$ cat src/hdl/dsfm_pkg.sv
// ----------------------------------------------------------------------------
// dsfm_pkg
// Shared constants, command codes and control structures of the direct sound
// FIFO mixer.
// ----------------------------------------------------------------------------
package dsfm_pkg;

    localparam int FIFO_DEPTH = 32;
    localparam int PTR_W      = $clog2(FIFO_DEPTH);
    localparam int CNT_W      = $clog2(FIFO_DEPTH + 1);

    localparam int OPQ_DEPTH  = 2;
    localparam int OPQ_PTR_W  = $clog2(OPQ_DEPTH);
    localparam int OPQ_CNT_W  = $clog2(OPQ_DEPTH + 1);

    localparam int MAX_PAIRS  = 64;
    localparam int PAIR_W     = $clog2(MAX_PAIRS);

    localparam int CPS_W      = 20;
    localparam int REM_W      = 21;
    localparam logic [CPS_W-1:0] MIN_CPS = 20'd128;

    // Input command codes
    localparam logic [2:0] CMD_TICK    = 3'd0;
    localparam logic [2:0] CMD_PUSH_A  = 3'd1;
    localparam logic [2:0] CMD_PUSH_B  = 3'd2;
    localparam logic [2:0] CMD_POP_A   = 3'd3;
    localparam logic [2:0] CMD_POP_B   = 3'd4;
    localparam logic [2:0] CMD_RESET_A = 3'd5;
    localparam logic [2:0] CMD_RESET_B = 3'd6;

    // Configuration register indexes
    localparam logic [2:0] CFG_MASTER_ENABLE     = 3'd0;
    localparam logic [2:0] CFG_FULL_VOLUME_A     = 3'd1;
    localparam logic [2:0] CFG_FULL_VOLUME_B     = 3'd2;
    localparam logic [2:0] CFG_ROUTE_A_RIGHT     = 3'd3;
    localparam logic [2:0] CFG_ROUTE_A_LEFT      = 3'd4;
    localparam logic [2:0] CFG_ROUTE_B_RIGHT     = 3'd5;
    localparam logic [2:0] CFG_ROUTE_B_LEFT      = 3'd6;
    localparam logic [2:0] CFG_CYCLES_PER_SAMPLE = 3'd7;

    localparam logic [CPS_W-1:0] CPS_RESET = 20'd16384;

    typedef enum logic [1:0] {
        OP_TICK,
        OP_PUSH,
        OP_POP,
        OP_CLEAR
    } op_kind_t;

    typedef struct packed {
        op_kind_t    kind;
        logic        chan_b;
        logic [31:0] word;
        logic [7:0]  elapsed;
    } op_t;

    typedef struct packed {
        logic             master_enable;
        logic             full_volume_a;
        logic             full_volume_b;
        logic             route_a_right;
        logic             route_a_left;
        logic             route_b_right;
        logic             route_b_left;
        logic [CPS_W-1:0] cycles_per_sample;
    } cfg_t;

    typedef struct packed {
        logic       push;
        logic [7:0] data;
        logic       pop;
        logic       clear;
    } chan_ctl_t;

    typedef struct packed {
        logic idle;
        logic emitting;
    } back_stat_t;

endpackage

$ cat src/hdl/dsfm_ram.sv
// ----------------------------------------------------------------------------
// dsfm_ram
// Generic single write port, single read port RAM with registered read data.
// ----------------------------------------------------------------------------
module dsfm_ram #(
    parameter int WIDTH = 8,
    parameter int DEPTH = 32
) (
    input  logic                     clk,
    input  logic                     wr_en,
    input  logic [$clog2(DEPTH)-1:0] wr_addr,
    input  logic [WIDTH-1:0]         wr_data,
    input  logic                     rd_en,
    input  logic [$clog2(DEPTH)-1:0] rd_addr,
    output logic [WIDTH-1:0]         rd_data
);

    logic [WIDTH-1:0] mem_reg [DEPTH];
    logic [WIDTH-1:0] rd_data_reg;

    always_ff @(posedge clk)
    begin
        if (wr_en)
        begin
            mem_reg[wr_addr] <= wr_data;
        end
        if (rd_en)
        begin
            rd_data_reg <= mem_reg[rd_addr];
        end
    end

    assign rd_data = rd_data_reg;

endmodule

$ cat src/hdl/dsfm_chan.sv
// ----------------------------------------------------------------------------
// dsfm_chan
// One sample channel: a circular byte FIFO in RAM, its fill count and the
// output latch that a pop loads from the FIFO head.
// ----------------------------------------------------------------------------
module dsfm_chan (
    input  logic                clk,
    input  logic                rst_n,
    input  dsfm_pkg::chan_ctl_t ctl,
    output logic [7:0]          latch
);

    logic [dsfm_pkg::PTR_W-1:0] head_reg, head_next;
    logic [dsfm_pkg::CNT_W-1:0] count_reg, count_next;
    logic [7:0]                 latch_reg, latch_next;
    logic                       pend_reg, pend_next;

    logic [dsfm_pkg::PTR_W:0]   tail_sum;
    logic [dsfm_pkg::PTR_W-1:0] tail;
    logic                       full;
    logic                       empty;
    logic                       wr_en;
    logic                       rd_en;
    logic [7:0]                 rd_data;

    assign full  = (count_reg == dsfm_pkg::CNT_W'(dsfm_pkg::FIFO_DEPTH));
    assign empty = (count_reg == '0);

    // Write position is head plus count, wrapped once around the depth.
    assign tail_sum = (dsfm_pkg::PTR_W+1)'(head_reg) + (dsfm_pkg::PTR_W+1)'(count_reg);
    assign tail = (tail_sum >= (dsfm_pkg::PTR_W+1)'(dsfm_pkg::FIFO_DEPTH))
                ? dsfm_pkg::PTR_W'(tail_sum - (dsfm_pkg::PTR_W+1)'(dsfm_pkg::FIFO_DEPTH))
                : dsfm_pkg::PTR_W'(tail_sum);

    assign wr_en = ctl.push && !full;
    assign rd_en = ctl.pop && !empty;

    always_comb
    begin
        head_next  = head_reg;
        count_next = count_reg;
        latch_next = latch_reg;
        pend_next  = 1'b0;
        if (pend_reg)
        begin
            latch_next = rd_data;
        end
        if (ctl.clear)
        begin
            head_next  = '0;
            count_next = '0;
            latch_next = '0;
        end
        else if (wr_en)
        begin
            count_next = count_reg + 1'b1;
        end
        else if (rd_en)
        begin
            head_next  = (head_reg == dsfm_pkg::PTR_W'(dsfm_pkg::FIFO_DEPTH - 1))
                       ? '0 : head_reg + 1'b1;
            count_next = count_reg - 1'b1;
            pend_next  = 1'b1;
        end
    end

    always_ff @(posedge clk or negedge rst_n)
    begin
        if (!rst_n)
        begin
            head_reg  <= '0;
            count_reg <= '0;
            latch_reg <= '0;
            pend_reg  <= 1'b0;
        end
        else
        begin
            head_reg  <= head_next;
            count_reg <= count_next;
            latch_reg <= latch_next;
            pend_reg  <= pend_next;
        end
    end

    dsfm_ram #(
        .WIDTH (8),
        .DEPTH (dsfm_pkg::FIFO_DEPTH)
    ) u_ram (
        .clk     (clk),
        .wr_en   (wr_en),
        .wr_addr (tail),
        .wr_data (ctl.data),
        .rd_en   (rd_en),
        .rd_addr (head_reg),
        .rd_data (rd_data)
    );

    assign latch = latch_reg;

endmodule

$ cat src/hdl/dsfm_front.sv
// ----------------------------------------------------------------------------
// dsfm_front
// Accepts input items, decodes the command and queues one operation for each
// item with a used command code, in a short register queue for the back end.
// ----------------------------------------------------------------------------
module dsfm_front (
    input  logic            clk,
    input  logic            rst_n,
    input  logic            in_valid,
    output logic            in_stall,
    input  logic [2:0]      cmd,
    input  logic [31:0]     fifo_word,
    input  logic [7:0]      elapsed,
    output logic            op_valid,
    output dsfm_pkg::op_t   op,
    input  logic            op_take
);

    dsfm_pkg::op_t                  q_reg [dsfm_pkg::OPQ_DEPTH];
    logic [dsfm_pkg::OPQ_PTR_W-1:0] wr_ptr_reg, wr_ptr_next;
    logic [dsfm_pkg::OPQ_PTR_W-1:0] rd_ptr_reg, rd_ptr_next;
    logic [dsfm_pkg::OPQ_CNT_W-1:0] count_reg, count_next;

    dsfm_pkg::op_t dec_op;
    logic          dec_keep;
    logic          accept;
    logic          enq;
    logic          deq;

    assign in_stall = (count_reg == dsfm_pkg::OPQ_CNT_W'(dsfm_pkg::OPQ_DEPTH));
    assign accept   = in_valid && !in_stall;

    always_comb
    begin
        dec_op.kind    = dsfm_pkg::OP_TICK;
        dec_op.chan_b  = 1'b0;
        dec_op.word    = fifo_word;
        dec_op.elapsed = elapsed;
        dec_keep       = 1'b1;
        unique case (cmd) inside
            dsfm_pkg::CMD_TICK:
            begin
                dec_op.kind = dsfm_pkg::OP_TICK;
            end
            dsfm_pkg::CMD_PUSH_A, dsfm_pkg::CMD_PUSH_B:
            begin
                dec_op.kind   = dsfm_pkg::OP_PUSH;
                dec_op.chan_b = (cmd == dsfm_pkg::CMD_PUSH_B);
            end
            dsfm_pkg::CMD_POP_A, dsfm_pkg::CMD_POP_B:
            begin
                dec_op.kind   = dsfm_pkg::OP_POP;
                dec_op.chan_b = (cmd == dsfm_pkg::CMD_POP_B);
            end
            dsfm_pkg::CMD_RESET_A, dsfm_pkg::CMD_RESET_B:
            begin
                dec_op.kind   = dsfm_pkg::OP_CLEAR;
                dec_op.chan_b = (cmd == dsfm_pkg::CMD_RESET_B);
            end
            default:
            begin
                // The unused code is taken and then forgotten.
                dec_keep = 1'b0;
            end
        endcase
    end

    assign enq      = accept && dec_keep;
    assign op_valid = (count_reg != '0);
    assign deq      = op_take && op_valid;
    assign op       = q_reg[rd_ptr_reg];

    always_comb
    begin
        wr_ptr_next = wr_ptr_reg;
        rd_ptr_next = rd_ptr_reg;
        count_next  = count_reg;
        if (enq)
        begin
            wr_ptr_next = (wr_ptr_reg == dsfm_pkg::OPQ_PTR_W'(dsfm_pkg::OPQ_DEPTH - 1))
                        ? '0 : wr_ptr_reg + 1'b1;
        end
        if (deq)
        begin
            rd_ptr_next = (rd_ptr_reg == dsfm_pkg::OPQ_PTR_W'(dsfm_pkg::OPQ_DEPTH - 1))
                        ? '0 : rd_ptr_reg + 1'b1;
        end
        if (enq && !deq)
        begin
            count_next = count_reg + 1'b1;
        end
        else if (deq && !enq)
        begin
            count_next = count_reg - 1'b1;
        end
    end

    always_ff @(posedge clk)
    begin
        if (enq)
        begin
            q_reg[wr_ptr_reg] <= dec_op;
        end
    end

    always_ff @(posedge clk or negedge rst_n)
    begin
        if (!rst_n)
        begin
            wr_ptr_reg <= '0;
            rd_ptr_reg <= '0;
            count_reg  <= '0;
        end
        else
        begin
            wr_ptr_reg <= wr_ptr_next;
            rd_ptr_reg <= rd_ptr_next;
            count_reg  <= count_next;
        end
    end

endmodule

$ cat src/hdl/dsfm_back.sv
// ----------------------------------------------------------------------------
// dsfm_back
// Carries out queued operations: byte pushes, pops and clears on the two
// channels, and the tick loop that emits mixed stereo pairs.
// ----------------------------------------------------------------------------
module dsfm_back (
    input  logic                    clk,
    input  logic                    rst_n,
    input  dsfm_pkg::cfg_t          cfg,
    input  logic                    op_valid,
    input  dsfm_pkg::op_t           op,
    output logic                    op_take,
    output dsfm_pkg::chan_ctl_t     ctl_a,
    output dsfm_pkg::chan_ctl_t     ctl_b,
    input  logic [7:0]              latch_a,
    input  logic [7:0]              latch_b,
    output logic                    out_valid,
    input  logic                    out_stall,
    output logic [14:0]             left_sample,
    output logic [14:0]             right_sample,
    output logic                    last,
    output dsfm_pkg::back_stat_t    stat
);

    typedef enum logic [1:0] {
        ST_IDLE,
        ST_PUSH,
        ST_POP_WAIT,
        ST_EMIT
    } state_t;

    state_t                              state_reg, state_next;
    logic [31:0]                         word_reg, word_next;
    logic                                chan_b_reg, chan_b_next;
    logic [1:0]                          idx_reg, idx_next;
    logic signed [dsfm_pkg::REM_W-1:0]   rem_reg, rem_next;
    logic signed [dsfm_pkg::REM_W-1:0]   sum_reg, sum_next;
    logic [8:0]                          mix_l_reg, mix_l_next;
    logic [8:0]                          mix_r_reg, mix_r_next;
    logic [dsfm_pkg::PAIR_W-1:0]         n_reg, n_next;
    logic                                out_valid_reg, out_valid_next;
    logic [14:0]                         left_reg, left_next;
    logic [14:0]                         right_reg, right_next;
    logic                                last_reg, last_next;

    logic [dsfm_pkg::CPS_W-1:0]          cps;
    logic [7:0]                          da;
    logic [7:0]                          db;
    logic [8:0]                          l_calc;
    logic [8:0]                          r_calc;
    logic signed [dsfm_pkg::REM_W-1:0]   sum_calc;
    logic signed [dsfm_pkg::REM_W-1:0]   sub_calc;
    logic                                last_calc;
    logic                                out_free;
    dsfm_pkg::chan_ctl_t                 ctl;

    assign cps = (cfg.cycles_per_sample < dsfm_pkg::MIN_CPS)
               ? dsfm_pkg::MIN_CPS : cfg.cycles_per_sample;

    assign da = cfg.full_volume_a ? latch_a : {1'b0, latch_a[7:1]};
    assign db = cfg.full_volume_b ? latch_b : {1'b0, latch_b[7:1]};

    assign l_calc = ((cfg.master_enable && cfg.route_a_left)  ? {1'b0, da} : 9'd0)
                  + ((cfg.master_enable && cfg.route_b_left)  ? {1'b0, db} : 9'd0);
    assign r_calc = ((cfg.master_enable && cfg.route_a_right) ? {1'b0, da} : 9'd0)
                  + ((cfg.master_enable && cfg.route_b_right) ? {1'b0, db} : 9'd0);

    assign sum_calc = rem_reg + $signed({8'd0, op.elapsed, 5'd0});
    // The sum is positive whenever a pair is emitted, so the difference stays in range.
    assign sub_calc = sum_reg - $signed({1'b0, cps});
    assign last_calc = (sub_calc <= 0) ||
                       (n_reg == dsfm_pkg::PAIR_W'(dsfm_pkg::MAX_PAIRS - 1));
    assign out_free = !out_valid_reg || !out_stall;

    always_comb
    begin
        state_next     = state_reg;
        word_next      = word_reg;
        chan_b_next    = chan_b_reg;
        idx_next       = idx_reg;
        rem_next       = rem_reg;
        sum_next       = sum_reg;
        mix_l_next     = mix_l_reg;
        mix_r_next     = mix_r_reg;
        n_next         = n_reg;
        out_valid_next = out_valid_reg;
        left_next      = left_reg;
        right_next     = right_reg;
        last_next      = last_reg;
        op_take        = 1'b0;
        ctl            = '0;
        ctl.data       = word_reg[{idx_reg, 3'b000} +: 8];

        if (out_valid_reg && !out_stall)
        begin
            out_valid_next = 1'b0;
        end

        unique case (state_reg)
            ST_IDLE:
            begin
                chan_b_next = op.chan_b;
                if (op_valid)
                begin
                    op_take = 1'b1;
                    unique case (op.kind)
                        dsfm_pkg::OP_PUSH:
                        begin
                            word_next  = op.word;
                            idx_next   = '0;
                            state_next = ST_PUSH;
                        end
                        dsfm_pkg::OP_POP:
                        begin
                            ctl.pop    = 1'b1;
                            state_next = ST_POP_WAIT;
                        end
                        dsfm_pkg::OP_CLEAR:
                        begin
                            ctl.clear = 1'b1;
                        end
                        dsfm_pkg::OP_TICK:
                        begin
                            if (sum_calc > 0)
                            begin
                                sum_next   = sum_calc;
                                mix_l_next = l_calc;
                                mix_r_next = r_calc;
                                n_next     = '0;
                                state_next = ST_EMIT;
                            end
                            else
                            begin
                                rem_next = sum_calc;
                            end
                        end
                        default:
                        begin
                            state_next = ST_IDLE;
                        end
                    endcase
                end
            end
            ST_PUSH:
            begin
                ctl.push = 1'b1;
                idx_next = idx_reg + 1'b1;
                if (idx_reg == 2'd3)
                begin
                    state_next = ST_IDLE;
                end
            end
            ST_POP_WAIT:
            begin
                // The latch loads from the RAM read in this cycle.
                state_next = ST_IDLE;
            end
            ST_EMIT:
            begin
                if (out_free)
                begin
                    out_valid_next = 1'b1;
                    left_next      = {mix_l_reg, 6'd0};
                    right_next     = {mix_r_reg, 6'd0};
                    last_next      = last_calc;
                    sum_next       = sub_calc;
                    n_next         = n_reg + 1'b1;
                    if (last_calc)
                    begin
                        rem_next   = sub_calc;
                        state_next = ST_IDLE;
                    end
                end
            end
            default:
            begin
                state_next = ST_IDLE;
            end
        endcase
    end

    assign ctl_a = chan_b_next ? '0 : ctl;
    assign ctl_b = chan_b_next ? ctl : '0;

    always_ff @(posedge clk or negedge rst_n)
    begin
        if (!rst_n)
        begin
            state_reg     <= ST_IDLE;
            chan_b_reg    <= 1'b0;
            idx_reg       <= '0;
            rem_reg       <= '0;
            n_reg         <= '0;
            out_valid_reg <= 1'b0;
        end
        else
        begin
            state_reg     <= state_next;
            chan_b_reg    <= chan_b_next;
            idx_reg       <= idx_next;
            rem_reg       <= rem_next;
            n_reg         <= n_next;
            out_valid_reg <= out_valid_next;
        end
    end

    always_ff @(posedge clk)
    begin
        word_reg  <= word_next;
        sum_reg   <= sum_next;
        mix_l_reg <= mix_l_next;
        mix_r_reg <= mix_r_next;
        left_reg  <= left_next;
        right_reg <= right_next;
        last_reg  <= last_next;
    end

    assign out_valid     = out_valid_reg;
    assign left_sample   = left_reg;
    assign right_sample  = right_reg;
    assign last          = last_reg;
    assign stat.idle     = (state_reg == ST_IDLE);
    assign stat.emitting = (state_reg == ST_EMIT);

endmodule

$ cat src/hdl/direct_sound_fifo_mixer.sv
// ----------------------------------------------------------------------------
// direct_sound_fifo_mixer
// Two 8-bit sample FIFOs with latches, and a tick-driven stereo mixer that
// emits pairs of scaled samples.
// ----------------------------------------------------------------------------
//  Channel  Direction  Handshake               Payload
//  in       sink       in_valid / in_stall     cmd, fifo_word, elapsed
//  out      source     out_valid / out_stall   left_sample, right_sample, last
//  cfg      sink       cfg_valid / cfg_ready   cfg_index, cfg_data
//
//  An accepted item is registered in the operation queue before the back
//  end sees it. In the back end a push is taken and then writes its bytes to
//  the RAM one at a time, a pop is taken and then loads the latch, a clear or
//  a tick that emits nothing is done when it is taken, and a tick that emits
//  pairs sends them one after another while the output is not stalled. A
//  two-entry operation queue lets the front keep taking items while the back
//  end works. Reset empties both FIFOs, clears the latches and the remainder,
//  and returns the configuration to its reset values; FIFO contents are not
//  cleared. cfg_ready is always high.
// ----------------------------------------------------------------------------
module direct_sound_fifo_mixer (
    input  logic        clk,
    input  logic        rst_n,
    input  logic        in_valid,
    output logic        in_stall,
    input  logic [2:0]  cmd,
    input  logic [31:0] fifo_word,
    input  logic [7:0]  elapsed,
    output logic        out_valid,
    input  logic        out_stall,
    output logic [14:0] left_sample,
    output logic [14:0] right_sample,
    output logic        last,
    input  logic        cfg_valid,
    output logic        cfg_ready,
    input  logic [2:0]  cfg_index,
    input  logic [19:0] cfg_data
);

    dsfm_pkg::cfg_t       cfg_reg, cfg_next;
    dsfm_pkg::op_t        op;
    logic                 op_valid;
    logic                 op_take;
    dsfm_pkg::chan_ctl_t  ctl_a;
    dsfm_pkg::chan_ctl_t  ctl_b;
    logic [7:0]           latch_a;
    logic [7:0]           latch_b;
    dsfm_pkg::back_stat_t bk_stat;

    assign cfg_ready = 1'b1;

    always_comb
    begin
        cfg_next = cfg_reg;
        if (cfg_valid && cfg_ready)
        begin
            unique case (cfg_index)
                dsfm_pkg::CFG_MASTER_ENABLE:     cfg_next.master_enable = cfg_data[0];
                dsfm_pkg::CFG_FULL_VOLUME_A:     cfg_next.full_volume_a = cfg_data[0];
                dsfm_pkg::CFG_FULL_VOLUME_B:     cfg_next.full_volume_b = cfg_data[0];
                dsfm_pkg::CFG_ROUTE_A_RIGHT:     cfg_next.route_a_right = cfg_data[0];
                dsfm_pkg::CFG_ROUTE_A_LEFT:      cfg_next.route_a_left  = cfg_data[0];
                dsfm_pkg::CFG_ROUTE_B_RIGHT:     cfg_next.route_b_right = cfg_data[0];
                dsfm_pkg::CFG_ROUTE_B_LEFT:      cfg_next.route_b_left  = cfg_data[0];
                dsfm_pkg::CFG_CYCLES_PER_SAMPLE: cfg_next.cycles_per_sample = cfg_data;
                default:                         cfg_next = cfg_reg;
            endcase
        end
    end

    always_ff @(posedge clk or negedge rst_n)
    begin
        if (!rst_n)
        begin
            cfg_reg <= dsfm_pkg::cfg_t'({7'd0, dsfm_pkg::CPS_RESET});
        end
        else
        begin
            cfg_reg <= cfg_next;
        end
    end

    dsfm_front u_front (
        .clk       (clk),
        .rst_n     (rst_n),
        .in_valid  (in_valid),
        .in_stall  (in_stall),
        .cmd       (cmd),
        .fifo_word (fifo_word),
        .elapsed   (elapsed),
        .op_valid  (op_valid),
        .op        (op),
        .op_take   (op_take)
    );

    dsfm_chan u_chan_a (
        .clk   (clk),
        .rst_n (rst_n),
        .ctl   (ctl_a),
        .latch (latch_a)
    );

    dsfm_chan u_chan_b (
        .clk   (clk),
        .rst_n (rst_n),
        .ctl   (ctl_b),
        .latch (latch_b)
    );

    dsfm_back u_back (
        .clk          (clk),
        .rst_n        (rst_n),
        .cfg          (cfg_reg),
        .op_valid     (op_valid),
        .op           (op),
        .op_take      (op_take),
        .ctl_a        (ctl_a),
        .ctl_b        (ctl_b),
        .latch_a      (latch_a),
        .latch_b      (latch_b),
        .out_valid    (out_valid),
        .out_stall    (out_stall),
        .left_sample  (left_sample),
        .right_sample (right_sample),
        .last         (last),
        .stat         (bk_stat)
    );

    // The back end takes operations only when one is queued and it is idle.
    assert property (@(posedge clk) disable iff (!rst_n)
        op_take |-> (op_valid && bk_stat.idle))
        else $error("operation taken while none queued or back end busy");

    // A full operation queue always offers an operation.
    assert property (@(posedge clk) disable iff (!rst_n)
        in_stall |-> op_valid)
        else $error("input stalled with an empty operation queue");

    // After a pair that is not the last one, the tick loop is still running.
    assert property (@(posedge clk) disable iff (!rst_n)
        (out_valid && !out_stall && !last) |-> bk_stat.emitting)
        else $error("non-final pair delivered with no tick in progress");

endmodule
$ cat config.mk
export PLATFORM = sky130hd
export DESIGN_NAME = direct_sound_fifo_mixer
export DESIGN_NICKNAME = d
export VERILOG_FILES = /design/src/hdl/dsfm_pkg.sv /design/src/hdl/dsfm_ram.sv /design/src/hdl/dsfm_chan.sv /design/src/hdl/dsfm_front.sv /design/src/hdl/dsfm_back.sv /design/src/hdl/direct_sound_fifo_mixer.sv
export SDC_FILE = /design/constraint.sdc
export NUM_CORES = 1
export LEC_CHECK = 0
export BUFFER_PORTS_ARGS = -buffer_cell sky130_fd_sc_hd__buf_2
export CAP_MARGIN = 0
export CORE_MARGIN = 5
export CORE_UTILIZATION = 32
export DETAILED_ROUTE_END_ITERATION = 10
export PLACE_DENSITY = 0.57
export SYNTH_ARGS = -nofsm -noshare
export SYNTH_HDL_FRONTEND = slang
export SYNTH_SLANG_ARGS = --single-unit
$ cat constraint.sdc
create_clock -name clk -period 18.35 [get_ports clk]
set_clock_uncertainty 0.15 [all_clocks]
set_input_delay 1.835 -clock clk [delete_from_list [all_inputs] [get_ports clk]]
set_output_delay 1.835 -clock clk [all_outputs]
set_load 0.03 [all_outputs]
Word level (Yosys, flattened, before mapping)
Memory sizes are Yosys's and may differ from the RTL's. A register that Yosys moved wholly into a read port is not among the register bits. Index checks and enable logic that the tools add are counted.

$add $sub $neg: 20. Order comparisons: 5. Eq/ne operators: 38. Shift-type cells: 1. Muxes and demuxes: 85. Reductions and logical operators: 62.

Operators by type and width (number): 2-to-1 mux 21 bit (9); one-hot mux 21 bit (2 select lines) (2); 2-to-1 mux 8 bit (10); 2-to-1 mux 6 bit (10); 2-to-1 mux 5 bit (10); indexed part select 32 x 6 -> 8 bit (1); 2-to-1 mux 1 bit (24); 2-to-1 mux 11 bit (2); 2-to-1 mux 2 bit (11); AND reduction 2 bit (11); adder 21 x 14 -> 21 bit (1); == test 3 bit, second input constant (7); > comparator 21 x 1 -> 1 bit, second input constant (1); <= comparator 21 x 1 -> 1 bit, second input constant (1); subtractor 21 bit (1); < comparator 20 x 8 -> 1 bit, second input constant (1); 2-to-1 mux 20 bit (1); adder 6 x 1 -> 6 bit, second input constant (3); adder 9 bit (2); == test 6 bit, second input constant (3); nonzero test 2 bit (8); logical AND 1 bit (14); inequality test 2 x 1 -> 1 bit, second input constant (7); adder 5 x 6 -> 6 bit (2); other kinds (32) (69).

Register bits after elaboration: 194. RAM bits: 598. Input bits: 71. Output and inout bits: 34. Logic and storage cells: 246. Memories kept: 3.

Memories: u_chan_a.u_ram.mem_reg (depth 32, bits a word 8, read ports 1, clocked after Yosys merged registers in 1, write ports 1, line dsfm_ram.sv:18) `logic [WIDTH-1:0] mem_reg [DEPTH];`; u_chan_b.u_ram.mem_reg (depth 32, bits a word 8, read ports 1, clocked after Yosys merged registers in 1, write ports 1, line dsfm_ram.sv:18); u_front.q_reg (depth 2, bits a word 43, read ports 1, clocked after Yosys merged registers in 0, write ports 1, line dsfm_front.sv:19) `dsfm_pkg::op_t q_reg [dsfm_pkg::OPQ_DEPTH];`.

Logic depth before layout (Yosys ltp)
An unclocked memory read counts as a cell.

Depth after elaboration: 10. Gate-level depth with buffers: 18. Gate-level depth less buffers: 17.

Cells and area by module
From an unflattened synthesis, not the netlist that was laid out.

Cell total of the unflattened synthesis: 2029. Area total of the unflattened synthesis: 35046.1 µm².

Modules (own cells, without submodules): dsfm_ram (times used 2, cells each 417, area each 10133.5 µm², sequential area each 7927.6 µm²); dsfm_back (times used 1, cells each 706, area each 7603.5 µm², sequential area each 3528.4 µm²); dsfm_front (times used 1, cells each 165, area each 3405.8 µm², sequential area each 2682.6 µm²); dsfm_chan at u_chan_a (times used 1, cells each 129, area each 1298.7 µm², sequential area each 500.5 µm²); dsfm_chan at u_chan_b (times used 1, cells each 129, area each 1296.2 µm², sequential area each 500.5 µm²); direct_sound_fifo_mixer (times used 1, cells each 66, area each 1174.9 µm², sequential area each 676.9 µm²).

Worst setup path before layout
Ideal clock, no wire load.

Kind: register to register. Start: reg u_front.rd_ptr_reg. End: reg u_back.sum_reg[0] in the netlist's numbering, enable pin. Setup time: 0.382 ns. Data arrival time: 5.336 ns. Data required time: 17.818 ns. Path slack: 12.481 ns. Cell stages (with the launch flop): 15. Buffers on the path: 4. Clock period less this slack: 5.869 ns. Path through: dfrtp_1 -> clkbuf_1 -> clkbuf_1 -> mux2_2 -> ha_1 -> clkbuf_1 -> and2_1 -> or4_1 -> o22a_1 -> buf_2 -> xnor2_1 -> a41oi_1 -> o31ai_1 -> nor3_1 -> nand2b_1.

Cells in the longest elaborated chain, start to end: 5. Elaborated cells between the ends (all ways): 7. Classes of those cells: add/sub: 1; order compare: 1; eq/ne: 2; reduce/logical: 2; memory: 1.

Ends and longest elaborated chain: from (decl) (line dsfm_front.sv:21) `logic [dsfm_pkg::OPQ_PTR_W-1:0] rd_ptr_reg, rd_ptr_next;`; from (signal assigned) (line dsfm_front.sv:117) `rd_ptr_reg <= rd_ptr_next;`; memory (2 x 43 bit) (*); adder 21 x 14 -> 21 bit (line dsfm_back.sv:68) `assign sum_calc = rem_reg + $signed({8'd0, op.elapsed, 5'd0});`; > comparator 21 x 1 -> 1 bit (line dsfm_back.sv:124) `if (sum_calc > 0)`; inequality test 2 x 1 -> 1 bit (no line); AND reduction 5 bit (no line) (*); to (signal assigned) (line dsfm_back.sv:210) `sum_reg <= sum_next;`; to (decl) (line dsfm_back.sv:37) `logic signed [dsfm_pkg::REM_W-1:0] sum_reg, sum_next;`.

Every way passes the cells marked *; elsewhere a longest branch is shown, timed or not. A chain may end at the register's enable or synchronous reset.

Worst setup path after layout
Start: reg cfg_reg[13] in the netlist's numbering. End: reg u_back.rem_reg[7] in the netlist's numbering.

Cells in the longest elaborated chain, start to end: 7. Elaborated cells between the ends (all ways): 10. Classes of those cells: add/sub: 1; order compare: 2; eq/ne: 1; mux: 4; reduce/logical: 2.

Ends and longest elaborated chain: from (decl) (line direct_sound_fifo_mixer.sv:40) `dsfm_pkg::cfg_t cfg_reg, cfg_next;`; from (signal assigned) (line direct_sound_fifo_mixer.sv:75) `cfg_reg <= dsfm_pkg::cfg_t'({7'd0, dsfm_pkg::CPS_RESET});`; from (signal assigned) (line direct_sound_fifo_mixer.sv:79) `cfg_reg <= cfg_next;`; < comparator 20 x 8 -> 1 bit (line dsfm_back.sv:57) `assign cps = (cfg.cycles_per_sample < dsfm_pkg::MIN_CPS)`; 2-to-1 mux 20 bit (*) (line dsfm_back.sv:58) `? dsfm_pkg::MIN_CPS : cfg.cycles_per_sample;`; subtractor 21 bit (*) (line dsfm_back.sv:70) `assign sub_calc = sum_reg - $signed({1'b0, cps});`; <= comparator 21 x 1 -> 1 bit (line dsfm_back.sv:71) `assign last_calc = (sub_calc <= 0) ||`; logical OR 1 bit (line dsfm_back.sv:71); inequality test 2 x 1 -> 1 bit (no line); AND reduction 6 bit (no line); to (signal assigned) (line dsfm_back.sv:201) `rem_reg <= rem_next;`; to (decl) (line dsfm_back.sv:36) `logic signed [dsfm_pkg::REM_W-1:0] rem_reg, rem_next;`.

Every way passes the cells marked *; elsewhere a longest branch is shown, timed or not. The select of a mux whose other input is x is not followed.

==> results.md <==
* Via count at 19.40k
* Synth Instances at 2298
* Setup crit end: u_back.rem_reg[7]
* GR Layer Usage met1 at 0.1809
* Drt pass-1 iters at 8
* Area taken by multi-input logic gates at 10430 um^2
* Total wire length at 76.92 mm
* Final Cell Area at 39730 um^2
* EDFF count, synth at 704
* Sequential fraction of design power at 0.424
* Number of buffers created by CTS at 86
* Synth Area in Simple Gates at 0.06765
* DRT iter0 DRCs at 1456
* Ys async rst share at 0.1287
* Antenna violations before repair at 2
* Dpl ws at 12.44 ns
* Int Pwr at 4.256 mW
* Worst path bufs/invs at 0
* FF-to-FF path depth at 15
* DR WL/cell at 19.75 um
* CTS sink count at 808
* Worst R2R Setup Slack at 12.43 ns
* Launch point of the worst path: cfg_reg[13]
* Utilization after layout at 0.3665
* Site Rows at 121
* Post-layout min period at 5.917 ns
* DIE WIDTH at 339.6 um
* Number of nets in the layout at 2556
* Nature of the critical path startpoint: flip-flop
* Final Hold Vio Count at 0
* Mapped Avg Cell Area at 15.13 um^2
* Register bit total from synthesis at 808
* Post-CTS Resized at 0
* CP Depth at 15
* Max Slew Vio Count at 0
* Area contributors post-synth: edfxtp_1, dfrtp_1, mux2i_1
* Initial core utilization at 0.3208
* Post-synthesis sequential area ratio at 0.6829
* DRT antenna net count at 0
* Worst-path fanout max at 21
* Worst setup margin at 12.43 ns
* Combinational share of power at 0.299
* Tot Pwr at 6.374 mW
* Delay-heaviest family, CP: simple AND/OR/NAND/NOR gates
* Total GRT Usage at 0.1303
* Final GP Congestion at 0.8506
* Worst slew margin at 0.1588
* Vias/cell at 4.981
* Port bufs at 91
* Reg-to-Reg End: u_back.rem_reg[7]
* Post-CTS Setup Bufs at 0
* Setup-failing EPs final at 0
* Io pins at 105
* # hold bufs at CTS at 0
* Reg clk slew, reported paths at 0.06 ns
* CTS tree: yes
* CTS Buffer Depth at 3
* CP cell instances: or4_1 > nor4_1 > nand4_1 > and2_1 > ha_1 > nand2b_1 > a211oi_1 > nor2_1 > o41ai_1 > xor2_1 > or4b_1 > nor3_1 > a31oi_1 > a211o_1 > mux2_4
* Synth Area in XOR/XNOR at 0.01738
* WHS at 0.2691 ns
* Power Dens Cells at 160.4 nW/um^2
* FMAX at 0.1690 GHz
* Total gr overflow at 0
* Slew of the pin with the lowest slew margin at 1.259 ns
* Synth Area in Compound Gates at 0.05865
* CP max-delay cell: a211o_1
* Synth warn at 0
* RSZ-0062 raised after global routing: no
* Leak at 13.75 nW
* Largest area contributor in the synthesized netlist: edfxtp_1
* Largest net degree at the start of global routing at 71
* Clock group share of total power at 0.277
* Area growth syn-to-layout at 14.25%
* NetSw at 2.118 mW
* Drt drc at 0
* Cell Area, Synth at 34770 um^2
* Max incr delay on CP at 0.76 ns
* Worst Hold Class: flip-flop to flip-flop
* Req. time, crit path at 18.72 ns
* Period utilisation layout at 0.3224
* Worst-Skew Late Latency at 0.64 ns
* WP data arrival at 6.28 ns
* Met2 global-route usage at 0.2105
* Mux share of post-synthesis cell area at 0.1252
* First-pass GRT wire length at 118.0 mm
* Max Cap Viol at 0
* Share of cells above drive strength 1 at 0.1761
* Library cells used by synthesis at 69
* Switching share of power at 0.3323
* Reg2reg start: cfg_reg[13]
* Root Buffer: clkbuf_16
* Die height at 339.6 um
* Largest family of logic cells by synthesized area: multiplexers
* Ys flop type: edfxtp_1
* GR Util met3 at 0.02664
* Layout Cells excl Fill at 3895
* Core ar. at 108400 um^2
* DP Area at 36830 um^2
* Layout fillers at 10.18k
* Cells after DPL at 3736
* H-tree Lvls at 3
* Register area at 23750 um^2
* Final HPWL DP at 50.77 mm
* Worst vdd ir at 0.1042 mV
* Area share of the largest cell type after synthesis at 0.6080
* Adder-Cell Fraction of Synth Area at 0.02872
* Layer with the highest usage: met2
* Status: finished, final reports clean
* Crit path kind: flip-flop to flip-flop
* Vias in the first global route at 19.72k
* Setup TNS at 0 ns
* CP endpoint kind: flip-flop
* Die area at 115400 um^2
* Final antenna diode count at 0
==> cells in the final DEF, fill, tap and decap left out, types with 53 or more instances in the layout <==
master / n
mux2_2: 70
nor2_1: 227
a21oi_1: 65
dfrtp_1: 100
inv_1: 53
ha_1: 67
mux4_2: 72
mux2i_1: 164
buf_2: 90
nand2_1: 162
edfxtp_1: 704
o21ai_0: 110
clkbuf_16: 88
==> per-layer routing <==
| metal | share of wire | wire (um) |
|---|---|---|
| met1 | 0.45 | 34880 |
| met2 | 0.47 | 35970 |
| met3 | 0.057 | 4422 |
| met4 | 0.021 | 1646 |
| met5 | 0 | 0 |
==> power groups by stage <==
stage / sequential [mW] / clock (mW) / combinational (mW)
after floorplan: 2.63 / 0 / 1.35
after global placement: 2.73 / 0 / 1.85
after detailed placement: 2.74 / 0 / 1.91
after CTS: 2.71 / 1.82 / 1.92
after global routing: 2.73 / 1.88 / 2.08
final: 2.70 / 1.77 / 1.91
==> cell type report <==
| cell class | instances | share of cell area |
|---|---|---|
| clock buffers | 99 | 0.05647 |
| multi-input cells | 1339 | 0.2624 |
| well taps | 1414 | 0.04453 |
| clock inverters | 60 | 0.01635 |
| flip-flops and latches | 808 | 0.5979 |
| inverters | 54 | 0.005102 |
| repair buffers | 121 | 0.01720 |
==> worst min path at each step <==
stage | startpoint | to | cells past startpoint
after floorplan | u_back.mix_l_reg[4] | u_back.left_sample[10] | 0
final | u_back.mix_l_reg[0] | u_back.left_sample[6] | 0
after global placement | u_back.mix_r_reg[6] | u_back.right_sample[12] | 0
after detailed placement | u_back.mix_l_reg[0] | u_back.left_sample[6] | 0
after CTS | u_back.mix_l_reg[0] | u_back.left_sample[6] | 0
after global routing | u_back.mix_r_reg[4] | u_back.right_sample[10] | 0
==> cells by family (layout without fill, tap and decap cells) <==
| logic type | Yosys count | count (layout) |
|---|---|---|
| AND/OR/NAND/NOR | 537 | 537 |
| adder cells (fa/ha/maj) | 75 | 75 |
| other | 2 | 13 |
| flip-flops | 808 | 808 |
| AO/OA/AOI/OAI | 319 | 319 |
| XOR/XNOR | 69 | 69 |
| multiplexers | 326 | 326 |
| buffers and inverters | 162 | 334 |
==> synth_stat cells (4+ instances only) <==
master	number
nand3b_1	7
a31oi_1	4
clkbuf_1	68
o31ai_1	5
and3_1	6
dfrtp_1	103
mux4_2	72
a21o_1	22
o21a_1	4
edfxtp_1	704
nand4_1	12
a211oi_1	5
fa_1	8
nor2_1	229
nand3_1	36
o21ai_0	110
o221ai_1	48
o22ai_1	20
ha_1	67
o211ai_1	4
or3_1	6
nor3b_1	4
xnor2_1	43
nor3_1	14
o21bai_1	9
inv_1	53
buf_4	13
xor2_1	26
buf_1	24
mux2i_1	164
and2_1	21
a21oi_1	65
nand2b_1	15
nor2b_1	8
mux2_2	70
nand2_1	162
or4_1	5
nor4_1	4
mux2_4	20
Note: power is estimated with default switching activity, not from simulation.
